[src/rtl/round_robin_crossbar_matcher_unit_assert.svh]
// Assertion macros shared by the matcher RTL.
`ifndef ROUND_ROBIN_CROSSBAR_MATCHER_UNIT_ASSERT_SVH
`define ROUND_ROBIN_CROSSBAR_MATCHER_UNIT_ASSERT_SVH

// Same-cycle implication, checked on every clock edge outside reset.
`define RRCM_ASSERT_NOW(label, ante, cons) \
    label: assert property (@(posedge i_clk) disable iff (!i_rst_n) (ante) |-> (cons)) \
        else $error("matcher check failed");

// Next-cycle implication, checked on every clock edge outside reset.
`define RRCM_ASSERT_NEXT(label, ante, cons) \
    label: assert property (@(posedge i_clk) disable iff (!i_rst_n) (ante) |=> (cons)) \
        else $error("matcher check failed");

`endif

[src/rtl/rrcm_pkg.sv]
// Package with the default sizes and field widths of the round-robin matcher.
package rrcm_pkg;

    // Default switch geometry.
    localparam int NUM_INPUTS_DEF       = 8;
    localparam int NUM_OUTPUTS_DEF      = 8;
    localparam int LINES_PER_OUTPUT_DEF = 1;

    // Fixed field widths.
    localparam int REQ_W   = 64;
    localparam int ITER_W  = 4;
    localparam int INDEX_W = 3;

    // Iteration limit after reset.
    localparam logic [ITER_W-1:0] ITER_RESET = 4'd1;

endpackage

[src/rtl/round_robin_crossbar_matcher_unit.sv]
// Round-robin matching crossbar scheduler: grant/accept iterations over a request matrix.
//
// One request matrix is taken while the block is idle. Each iteration visits every fabric
// output in turn in the grant phase and every input in turn in the accept phase, since a
// single round-robin arbiter serves one output or one input per cycle. At most the configured
// number of iterations run, fewer when a pass makes no new connection; then one result per
// fabric output is presented, one per cycle while the consumer is ready.
// The block accepts no new request until the last result has been taken.
`include "round_robin_crossbar_matcher_unit_assert.svh"

module round_robin_crossbar_matcher_unit #(
    parameter int NUM_INPUTS       = rrcm_pkg::NUM_INPUTS_DEF,
    parameter int NUM_OUTPUTS      = rrcm_pkg::NUM_OUTPUTS_DEF,
    parameter int LINES_PER_OUTPUT = rrcm_pkg::LINES_PER_OUTPUT_DEF
) (
    input  logic                         i_clk,
    input  logic                         i_rst_n,
    // Configuration write port.
    input  logic                         i_cfg_we,
    input  logic [rrcm_pkg::ITER_W-1:0]  i_cfg_wdata,
    // Request channel.
    input  logic                         i_req_valid,
    output logic                         o_req_ready,
    input  logic [rrcm_pkg::REQ_W-1:0]   i_request_matrix,
    // Result channel.
    output logic                         o_res_valid,
    input  logic                         i_res_ready,
    output logic [rrcm_pkg::INDEX_W-1:0] o_fabric_output,
    output logic                         o_matched,
    output logic [rrcm_pkg::INDEX_W-1:0] o_matched_input,
    output logic [rrcm_pkg::ITER_W-1:0]  o_iterations_used,
    output logic                         o_last
);

    localparam int FAB       = NUM_OUTPUTS * LINES_PER_OUTPUT;
    localparam int CELLS     = NUM_INPUTS * NUM_OUTPUTS;
    localparam int IN_W      = $clog2(NUM_INPUTS);
    localparam int FAB_W     = $clog2(FAB);
    localparam int SW_W      = $clog2(NUM_OUTPUTS);
    localparam int LINE_W    = (LINES_PER_OUTPUT > 1) ? $clog2(LINES_PER_OUTPUT) : 1;
    localparam int ARB_W     = (NUM_INPUTS > FAB) ? NUM_INPUTS : FAB;
    localparam int ARB_IW    = $clog2(ARB_W);
    localparam int ITER_W    = rrcm_pkg::ITER_W;
    localparam int INDEX_W   = rrcm_pkg::INDEX_W;

    // Sequencer states.
    localparam logic [1:0] S_IDLE   = 2'd0;
    localparam logic [1:0] S_GRANT  = 2'd1;
    localparam logic [1:0] S_ACCEPT = 2'd2;
    localparam logic [1:0] S_OUT    = 2'd3;

    logic [1:0]                         r_state, n_state;
    logic [ITER_W-1:0]                  r_iter_lim, n_iter_lim;
    logic [ITER_W-1:0]                  r_used, n_used;
    logic                               r_conns, n_conns;
    logic [FAB_W-1:0]                   r_f, n_f;
    logic [SW_W-1:0]                    r_sw, n_sw;
    logic [LINE_W-1:0]                  r_line, n_line;
    logic [IN_W-1:0]                    r_i, n_i;
    logic [NUM_INPUTS-1:0]              r_in_matched, n_in_matched;
    logic [FAB-1:0]                     r_out_matched, n_out_matched;
    logic [FAB-1:0][IN_W-1:0]           r_gnt_ptr, n_gnt_ptr;
    logic [NUM_INPUTS-1:0][FAB_W-1:0]   r_acc_ptr, n_acc_ptr;
    logic [rrcm_pkg::REQ_W-1:0]         r_req, n_req;
    logic [FAB-1:0][IN_W-1:0]           r_out_input, n_out_input;
    logic [NUM_INPUTS-1:0][FAB-1:0]     r_granted, n_granted;

    logic [CELLS-1:0]                   w_req_ext;
    logic [NUM_INPUTS-1:0][NUM_OUTPUTS-1:0] w_req_2d;
    logic [NUM_INPUTS-1:0]              w_col;
    logic [ARB_W-1:0]                   w_arb_vec;
    logic [ARB_IW-1:0]                  w_arb_ptr;
    logic                               w_arb_hit;
    logic [ARB_IW-1:0]                  w_arb_low;
    logic                               w_arb_hi_hit;
    logic [ARB_IW-1:0]                  w_arb_hi;
    logic [ARB_IW-1:0]                  w_arb_pick;
    logic                               w_grant_take;
    logic                               w_acc_take;
    logic                               w_conns_end;
    logic [FAB_W+INDEX_W-1:0]           w_f_ext;
    logic [IN_W+INDEX_W-1:0]            w_in_ext;

    // Request bits beyond the matrix width read as zero.
    assign w_req_ext = CELLS'(r_req);
    assign w_req_2d  = w_req_ext;

    // Request column of the switch output served by the current fabric output.
    always_comb begin
        for (int c = 0; c < NUM_INPUTS; c++) begin
            w_col[c] = w_req_2d[c][r_sw];
        end
    end

    // Operands of the shared round-robin arbiter.
    always_comb begin
        if (r_state == S_ACCEPT) begin
            w_arb_vec = ARB_W'(r_granted[r_i]);
            w_arb_ptr = ARB_IW'(r_acc_ptr[r_i]);
        end else begin
            w_arb_vec = ARB_W'(w_col & ~r_in_matched);
            w_arb_ptr = ARB_IW'(r_gnt_ptr[0]);
        end
    end

    // Shared arbiter: first set bit after the pointer, wrapping to the lowest set bit.
    always_comb begin
        w_arb_hit    = 1'b0;
        w_arb_low    = '0;
        w_arb_hi_hit = 1'b0;
        w_arb_hi     = '0;
        for (int k = ARB_W - 1; k >= 0; k--) begin
            if (w_arb_vec[k]) begin
                w_arb_hit = 1'b1;
                w_arb_low = ARB_IW'(k);
            end
            if (w_arb_vec[k] && (ARB_IW'(k) > w_arb_ptr)) begin
                w_arb_hi_hit = 1'b1;
                w_arb_hi     = ARB_IW'(k);
            end
        end
        w_arb_pick = w_arb_hi_hit ? w_arb_hi : w_arb_low;
    end

    assign w_grant_take = (r_state == S_GRANT) && !r_out_matched[0] && w_arb_hit;
    assign w_acc_take   = (r_state == S_ACCEPT) && !r_in_matched[r_i] && w_arb_hit;
    assign w_conns_end  = r_conns || w_acc_take;

    // Sequencer and datapath next values.
    always_comb begin
        n_state       = r_state;
        n_iter_lim    = i_cfg_we ? i_cfg_wdata : r_iter_lim;
        n_used        = r_used;
        n_conns       = r_conns;
        n_f           = r_f;
        n_sw          = r_sw;
        n_line        = r_line;
        n_i           = r_i;
        n_in_matched  = r_in_matched;
        n_out_matched = r_out_matched;
        n_gnt_ptr     = r_gnt_ptr;
        n_acc_ptr     = r_acc_ptr;
        n_req         = r_req;
        n_out_input   = r_out_input;
        n_granted     = r_granted;

        unique case (r_state)
            S_IDLE: begin
                if (i_req_valid) begin
                    n_req         = i_request_matrix;
                    n_used        = '0;
                    n_conns       = 1'b0;
                    n_f           = '0;
                    n_sw          = '0;
                    n_line        = '0;
                    n_i           = '0;
                    n_in_matched  = '0;
                    n_out_matched = '0;
                    n_granted     = '0;
                    n_state       = (r_iter_lim == '0) ? S_OUT : S_GRANT;
                end
            end
            S_GRANT: begin
                // The head of each fabric-indexed line is fabric output r_f.
                n_gnt_ptr     = {r_gnt_ptr[0], r_gnt_ptr[FAB-1:1]};
                n_out_matched = {r_out_matched[0], r_out_matched[FAB-1:1]};
                n_out_input   = {r_out_input[0], r_out_input[FAB-1:1]};
                if (w_grant_take) begin
                    n_gnt_ptr[FAB-1]                = w_arb_pick[IN_W-1:0];
                    n_granted[w_arb_pick[IN_W-1:0]][r_f] = 1'b1;
                end
                if (r_line == LINE_W'(LINES_PER_OUTPUT - 1)) begin
                    n_line = '0;
                    n_sw   = r_sw + 1'b1;
                end else begin
                    n_line = r_line + 1'b1;
                end
                if (r_f == FAB_W'(FAB - 1)) begin
                    n_f     = '0;
                    n_sw    = '0;
                    n_line  = '0;
                    n_i     = '0;
                    n_state = S_ACCEPT;
                end else begin
                    n_f = r_f + 1'b1;
                end
            end
            S_ACCEPT: begin
                if (w_acc_take) begin
                    n_acc_ptr[r_i]                       = w_arb_pick[FAB_W-1:0];
                    n_in_matched[r_i]                    = 1'b1;
                    n_out_matched[w_arb_pick[FAB_W-1:0]] = 1'b1;
                    n_out_input[w_arb_pick[FAB_W-1:0]]   = r_i;
                    n_conns                              = 1'b1;
                end
                if (r_i == IN_W'(NUM_INPUTS - 1)) begin
                    n_i = '0;
                    if (!w_conns_end) begin
                        n_state = S_OUT;
                    end else begin
                        n_used = r_used + 1'b1;
                        if (n_used == r_iter_lim) begin
                            n_state = S_OUT;
                        end else begin
                            n_conns   = 1'b0;
                            n_granted = '0;
                            n_state   = S_GRANT;
                        end
                    end
                end else begin
                    n_i = r_i + 1'b1;
                end
            end
            S_OUT: begin
                if (i_res_ready) begin
                    n_out_matched = {r_out_matched[0], r_out_matched[FAB-1:1]};
                    n_out_input   = {r_out_input[0], r_out_input[FAB-1:1]};
                    if (r_f == FAB_W'(FAB - 1)) begin
                        n_f     = '0;
                        n_state = S_IDLE;
                    end else begin
                        n_f = r_f + 1'b1;
                    end
                end
            end
            default: begin
                n_state = S_IDLE;
            end
        endcase
    end

    // Control state and pointers.
    always_ff @(posedge i_clk) begin
        if (!i_rst_n) begin
            r_state       <= S_IDLE;
            r_iter_lim    <= rrcm_pkg::ITER_RESET;
            r_used        <= '0;
            r_conns       <= 1'b0;
            r_f           <= '0;
            r_sw          <= '0;
            r_line        <= '0;
            r_i           <= '0;
            r_in_matched  <= '0;
            r_out_matched <= '0;
            r_gnt_ptr     <= '0;
            r_acc_ptr     <= '0;
        end else begin
            r_state       <= n_state;
            r_iter_lim    <= n_iter_lim;
            r_used        <= n_used;
            r_conns       <= n_conns;
            r_f           <= n_f;
            r_sw          <= n_sw;
            r_line        <= n_line;
            r_i           <= n_i;
            r_in_matched  <= n_in_matched;
            r_out_matched <= n_out_matched;
            r_gnt_ptr     <= n_gnt_ptr;
            r_acc_ptr     <= n_acc_ptr;
        end
    end

    // Payload registers.
    always_ff @(posedge i_clk) begin
        r_req       <= n_req;
        r_out_input <= n_out_input;
        r_granted   <= n_granted;
    end

    // Result fields come from the head of the fabric-indexed lines.
    assign w_f_ext  = FAB_W'(0) == FAB_W'(0) ? {{INDEX_W{1'b0}}, r_f} : '0;
    assign w_in_ext = {{INDEX_W{1'b0}}, r_out_input[0]};

    assign o_req_ready       = (r_state == S_IDLE);
    assign o_res_valid       = (r_state == S_OUT);
    assign o_fabric_output   = w_f_ext[INDEX_W-1:0];
    assign o_matched         = r_out_matched[0];
    assign o_matched_input   = r_out_matched[0] ? w_in_ext[INDEX_W-1:0] : '0;
    assign o_iterations_used = r_used;
    assign o_last            = (r_f == FAB_W'(FAB - 1));

    // Every connection pairs exactly one input with one fabric output.
    `RRCM_ASSERT_NOW(a_match_balance, 1'b1, $countones(r_in_matched) == $countones(r_out_matched))
    // An accepted grant never lands on an output that is already connected.
    `RRCM_ASSERT_NOW(a_accept_free_out, w_acc_take, !r_out_matched[w_arb_pick[FAB_W-1:0]])
    // The iteration count never passes the configured limit while a request is in work.
    `RRCM_ASSERT_NOW(a_iter_bound, r_state != S_IDLE, r_used <= r_iter_lim)
    // A taken request starts work at once.
    `RRCM_ASSERT_NEXT(a_req_starts, i_req_valid && o_req_ready, r_state != S_IDLE)
    // Taking the final result returns the block to idle.
    `RRCM_ASSERT_NEXT(a_last_idles, o_res_valid && i_res_ready && o_last, r_state == S_IDLE)

endmodule

[config.mk]
export PLATFORM = sky130hd
export DESIGN_NAME = round_robin_crossbar_matcher_unit
export DESIGN_NICKNAME = d
export VERILOG_FILES = /design/src/rtl/rrcm_pkg.sv /design/src/rtl/round_robin_crossbar_matcher_unit.sv
export VERILOG_INCLUDE_DIRS = /design/src /design/src/rtl
export SDC_FILE = /design/constraint.sdc
export NUM_CORES = 1
export LEC_CHECK = 0
export ABC_AREA = 1
export BUFFER_PORTS_ARGS = -buffer_cell sky130_fd_sc_hd__buf_2
export CAP_MARGIN = 20
export CORE_MARGIN = 5
export CORE_UTILIZATION = 49
export DETAILED_ROUTE_END_ITERATION = 10
export PLACE_DENSITY = 0.73
export SKIP_LAST_GASP = 1
export SLEW_MARGIN = 20
export SYNTH_ARGS = -nofsm -noshare
export SYNTH_HDL_FRONTEND = slang
export SYNTH_SLANG_ARGS = --single-unit
export TNS_END_PERCENT = 100
[constraint.sdc]
create_clock -name i_clk -period 4.8 [get_ports i_clk]
set_clock_uncertainty 0.1 [all_clocks]
set_input_delay 0.48 -clock i_clk [delete_from_list [all_inputs] [get_ports i_clk]]
set_output_delay 0.48 -clock i_clk [all_outputs]
set_load 0.005 [all_outputs]
Word-level counts from Yosys, hierarchy flattened
Index checks and enable logic that the tools add are counted.
{ "totals": {"ff_bits": 237, "in_bits": 73, "word_cells": 242} }
{ "op_classes": {"add_sub_neg": 5, "magnitude_cmp": 15, "eq_ne": 16, "muxes": 120, "bitwise_logic": 5, "reduce_logical": 38} }
{ "op_table": {"columns": ["op", "count"], "rows": [
  ["2-to-1 mux 64 bit", 5],
  ["one-hot mux 64 bit (3 select lines)", 1],
  ["2-to-1 mux 3 bit", 30],
  ["one-hot mux 24 bit (3 select lines)", 1],
  ["bitwise OR 64 bit", 1],
  ["2-to-1 mux 8 bit", 7],
  ["bitwise mux 24 bit", 2],
  ["2-to-1 mux 24 bit", 2],
  ["2-to-1 mux 1 bit", 35],
  ["one-hot mux 8 bit (4 select lines)", 1],
  ["binary-select mux 1 bit (select 3 bit)", 9],
  ["binary-select mux 8 bit (select 3 bit)", 1],
  ["demux 8 bit (select 3 bit)", 1],
  ["demux 3 bit (select 3 bit)", 2],
  ["one-hot mux 3 bit (3 select lines)", 2],
  ["AND reduction 3 bit", 6],
  ["less-than comparator 3 x 4 -> 1 bit (second input constant)", 4],
  ["2-to-1 mux 2 bit", 8],
  ["bitwise OR 8 bit", 2],
  ["one-hot mux 8 bit (2 select lines)", 1],
  ["logical AND 1 bit", 15],
  ["greater-than comparator 3 bit (first input constant)", 4],
  ["2-to-1 mux 4 bit", 3],
  ["!= test 2 bit (second input constant)", 6],
  ["other kinds (30)", 50]
]} }

Depth between registers and ports, before layout
{ "depth": {"depth_word": 21, "ltp_mapped": 24, "depth_no_buf": 21} }

Least setup slack after synthesis
OpenSTA, ideal clock, no wires.
{ "synth_timing": {"kind": "reg2reg", "startpoint": "reg r_i[0]", "endpoint": "reg r_granted[0] (netlist bit), enable pin", "setup_ps": 486, "t_arrival_ps": 4588, "required_time_ps": 4214, "setup_slack_ps": -374, "path_stages_with_launch": 16, "path_buffers": 2, "synth_period_minus_slack_ps": 5174, "cell_sequence": "dfxtp_1 buf_4 buf_4 nor2_1 inv_1 o22ai_1 nor2_1 nand3_1 nand2_1 nand2_1 nor2_2 a21boi_2 nor2_1 nand2_1 nand4_1 nor2_1"} }
{ "synth_via": {"elab_chain_len": 15} }
{ "synth_lines": {"columns": ["item", "line", "text"], "rows": [
  ["start, declared", "round_robin_crossbar_matcher_unit.sv:59", "logic [IN_W-1:0] r_i, n_i;"],
  ["start signal, assigned", "round_robin_crossbar_matcher_unit.sv:255", "r_i <= n_i;"],
  ["binary-select mux 8 bit (select 3 bit)", "round_robin_crossbar_matcher_unit.sv:98", "w_arb_vec = ARB_W'(r_granted[r_i]);"],
  ["2-to-1 mux 8 bit (implied by the code)", "round_robin_crossbar_matcher_unit.sv:98", null],
  ["2-to-1 mux 8 bit", "round_robin_crossbar_matcher_unit.sv:97", "if (r_state == S_ACCEPT) begin"],
  ["2-to-1 mux 1 bit (8 in series)", "round_robin_crossbar_matcher_unit.sv:113", "if (w_arb_vec[k]) begin"],
  ["logical AND 1 bit", "round_robin_crossbar_matcher_unit.sv:126", "assign w_acc_take = (r_state == S_ACCEPT) && !r_in_matched[r_i] && w_arb_hit;"],
  ["logical OR 1 bit", "round_robin_crossbar_matcher_unit.sv:127", "assign w_conns_end = r_conns || w_acc_take;"],
  ["!= test 2 bit (no line)", null, null],
  ["AND reduction 6 bit (no line) *", null, null],
  ["end signal, assigned", "round_robin_crossbar_matcher_unit.sv:267", "r_granted <= n_granted;"],
  ["end, declared", "round_robin_crossbar_matcher_unit.sv:66", "logic [NUM_INPUTS-1:0][FAB-1:0] r_granted, n_granted;"]
]} }
Mark *: on every way between the ends. The rest lies on a longest branch, timed or not. The select of a mux whose other input is x is not followed.
A chain may end at the register's enable or synchronous reset.

Final worst setup path
{ "layout_timing": {"startpoint": "reg r_i[2]", "endpoint": "reg r_granted[55] (netlist bit), enable pin"} }
Same word-level chain as after synthesis.

==> results.json <==
{
  "start_util_pct": 49.3,
  "rsz0062_at_grt": "false",
  "num_rows": 56,
  "crit_path_end_kind": "flip-flop",
  "synth_cells": 1394,
  "fp.dieW_um": 163,
  "ys_seq_area_share_pct": 54.6,
  "required_ns": 4.88,
  "firstDrtPassIters": 6,
  "power_density_nw_per_um2": 665,
  "cts_tree": "yes",
  "syn_area_um2": 11400,
  "synth_top_area_share_pct": 39.9,
  "finalHoldViolCount": 0,
  "worst-path-max-fanout": 64,
  "grt_usage_pct": 22.1,
  "root_buffer": "clkbuf_16",
  "overflow": 0,
  "max_freq_mhz": 264,
  "dp_hpwl_um": 20500,
  "fin_setup_tns_ns": 0,
  "fin_util_pct": 55.9,
  "synth_top_cell_by_area": "edfxtp_1",
  "setup_viol": 0,
  "ant_nets": 0,
  "numCtsBuffers": 26,
  "worst_setup_path_start_kind": "flip-flop",
  "vias_per_cell": 5.33,
  "clk_latency_ns": 0.53,
  "synth_warnings": 0,
  "multi_input_area_um2": 4330,
  "drv_cap": 0,
  "drc": 0,
  "hold_buffers": 0,
  "tightest_slew_ns": 1.15,
  "antenna_found_initial": 0,
  "post-route-min-period_ns": 3.79,
  "grt_max_degree": 66,
  "post-route-period-util_pct": 79.0,
  "first_iter_violations": 892,
  "cts.clk_slew.worst_paths_ns": 0.06,
  "crit_arrival_ns": 3.87,
  "diodes": 0,
  "critPathKind": "reg -> reg",
  "area_growth_pct": 13.5,
  "die-area_um2": 26500,
  "maxSlewViolCount": 0,
  "clockBufferDepth": 3,
  "grt_pass1_vias": 9294,
  "yosys-top-cells-area": "edfxtp_1 (40%), dfxtp_1 (15%), nand2_1 (13%)",
  "cts_setup_buffers": 0,
  "htree_levels": 1,
  "seqCellArea_um2": 6250,
  "cts.sinks": 236,
  "cts-resized-gates": 0,
  "hold_class": "in -> reg",
  "totalWireLength_um": 29300,
  "synth_cell_types": 37,
  "port_buffers": 86,
  "fp.coreArea_um2": 23200,
  "power_mw": 8.63,
  "routed-via-count": 9627,
  "ios": 87,
  "status": "complete, no violations",
  "ys_ff_latch": 236,
  "p_leak_nw": 5.50,
  "fill_cells": 2085,
  "grt_pass1_wl_um": 47700,
  "syn_nets": 1473,
  "slew_headroom_pct": 22.9,
  "dieHeight_um": 163,
  "wl_per_cell_um": 16.3,
  "drive_above_1_share_pct": 12.2,
  "syn_avg_cell_area_um2": 8.20,
  "num-nets-final": 1546,
  "peakVddDrop_mv": 0.408,
  "gp_congestion": 0.952
}
[critical path: stages, from the launching register on]
cell,delay [ns]
dfxtp_1,0.55
buf_4,0.28
nand2_1,0.13
nor2_1,0.34
inv_1,0.14
o22ai_1,0.12
nor2_1,0.08
nand3_1,0.08
nand2_1,0.10
nand2_1,0.12
nor2_2,0.06
a21boi_2,0.41
nor2_1,0.12
nand2_1,0.14
nand4_1,0.15
nor2_4,0.14
buf_12,0.31
[layout make-up]
type | instances | area share, %
Clock buffer | 43 | 6.14
Clock inverter | 4 | 0.347
Sequential cell | 236 | 48.1
Multi-Input combinational cell | 944 | 33.3
Timing Repair Buffer | 104 | 4.46
Inverter | 155 | 4.48
Tap cell | 319 | 3.08
[final timing paths]
| path | from | endpoint | slack (ns) | cells after the start |
|---|---|---|---|---|
| min | i_request_matrix[56] | r_req[56] | 0.02 | 1 |
| min reg2reg | r_gnt_ptr[23] | r_gnt_ptr[20] | 0.36 | 2 |
| max reg2reg | r_i[2] | r_granted[55] | 1.01 | 16 |
| max | r_i[2] | r_granted[55] | 1.01 | 16 |
[kinds of logic (layout without fill, tap and decap cells)]
group	count (synthesis)	count (layout)	share of synthesized area, %
adders and majority gates	6	6	0.656
xor gates and xnor gates	6	6	0.460
AOI/OAI and AO/OA	298	298	14.0
buffers and inverters	214	306	7.75
and+or+nand+nor	634	634	22.5
DFF	236	236	54.6
[registers in the layout, indices dropped and copies added, names as in the netlist]
signal             cells
r_i                    3
r_iter_lim             4
r_sw                   3
o_iterations_used      4
r_state                2
r_in_matched           8
r_out_input           24
r_acc_ptr             24
r_req                 64
r_gnt_ptr             24
r_granted             64
r_conns                1
o_fabric_output        3
r_out_matched          8
[metal layers]
layer / part of all wire [%] / routed length (µm) / GRT usage (%)
met5: 0 / 0 / 0
met4: 3.8 / 1120 / 8.04
met3: 7.2 / 2110 / 3.06
met2: 46 / 13500 / 35.2
met1: 43 / 12600 / 31.0
[report_power, final]
group | internal (mW) | switching, mW | leakage [nW]
combinational | 0.885 | 2.41 | 2.91
clock | 1.18 | 0.776 | 0.417
sequential | 3.05 | 0.333 | 2.17
[per-stage QoR]
| stage | instances | instance area (µm²) | hold WS, ns | worst slack [ns] |
|---|---|---|---|---|
| after floorplan | 1394 | 11400 | 0.327 | 0.590 |
| after global routing | 1805 | 13000 | 0.00815 | 0.645 |
| after CTS | 1805 | 13000 | 0.00521 | 1.07 |
| after detailed placement | 1758 | 12100 | 0.352 | 1.10 |
| after global placement | 1758 | 12100 | 0.347 | 1.12 |
| final | 1805 | 13000 | 0.0224 | 1.01 |
[cells in the final DEF, fill, tap and decap left out, types with 2 or more instances in the layout]
cell	Yosys	layout
o21ai_1	6	6
o21ai_0	129	129
clkinv_1	3	3
inv_2	12	12
nand3_1	71	71
nor2_1	135	132
o22ai_1	8	8
ha_1	6	6
a21oi_1	121	121
nand2_1	387	387
nor2_2	6	6
clkinv_2	0	3
xor2_1	2	2
clkbuf_8	0	6
nand4_1	5	5
xnor2_1	4	4
a211oi_1	2	2
dfxtp_1	84	83
o211ai_1	2	2
nand3_2	2	2
clkbuf_16	0	27
nor2_4	2	5
edfxtp_1	152	152
buf_2	21	86
nand2_2	9	9
nor4_1	2	2
clkbuf_1	23	9
nor3_1	12	12
o21a_1	26	26
buf_4	11	17
inv_1	140	140
[synth_stat cells]
cell type / instances
nand2_1: 387
nand3_2: 2
buf_1: 2
buf_2: 21
inv_1: 140
nor4_1: 2
xnor2_1: 4
o21ai_1: 6
clkbuf_1: 23
a21oi_1: 121
nor2_1: 135
nand3b_1: 1
dfxtp_1: 84
xor2_1: 2
buf_4: 11
nand4_1: 5
nor2_4: 2
a21oi_2: 1
nand3_1: 71
and2_1: 1
ha_1: 6
a21oi_4: 1
o21a_1: 26
clkinv_1: 3
nand2_2: 9
edfxtp_1: 152
o21ai_0: 129
o211ai_1: 2
nor2_2: 6
a21boi_2: 1
o221ai_1: 1
inv_2: 12
buf_6: 2
or2_2: 1
o22ai_1: 8
nor3_1: 12
a211oi_1: 2
(Power assumes the default switching activity.)
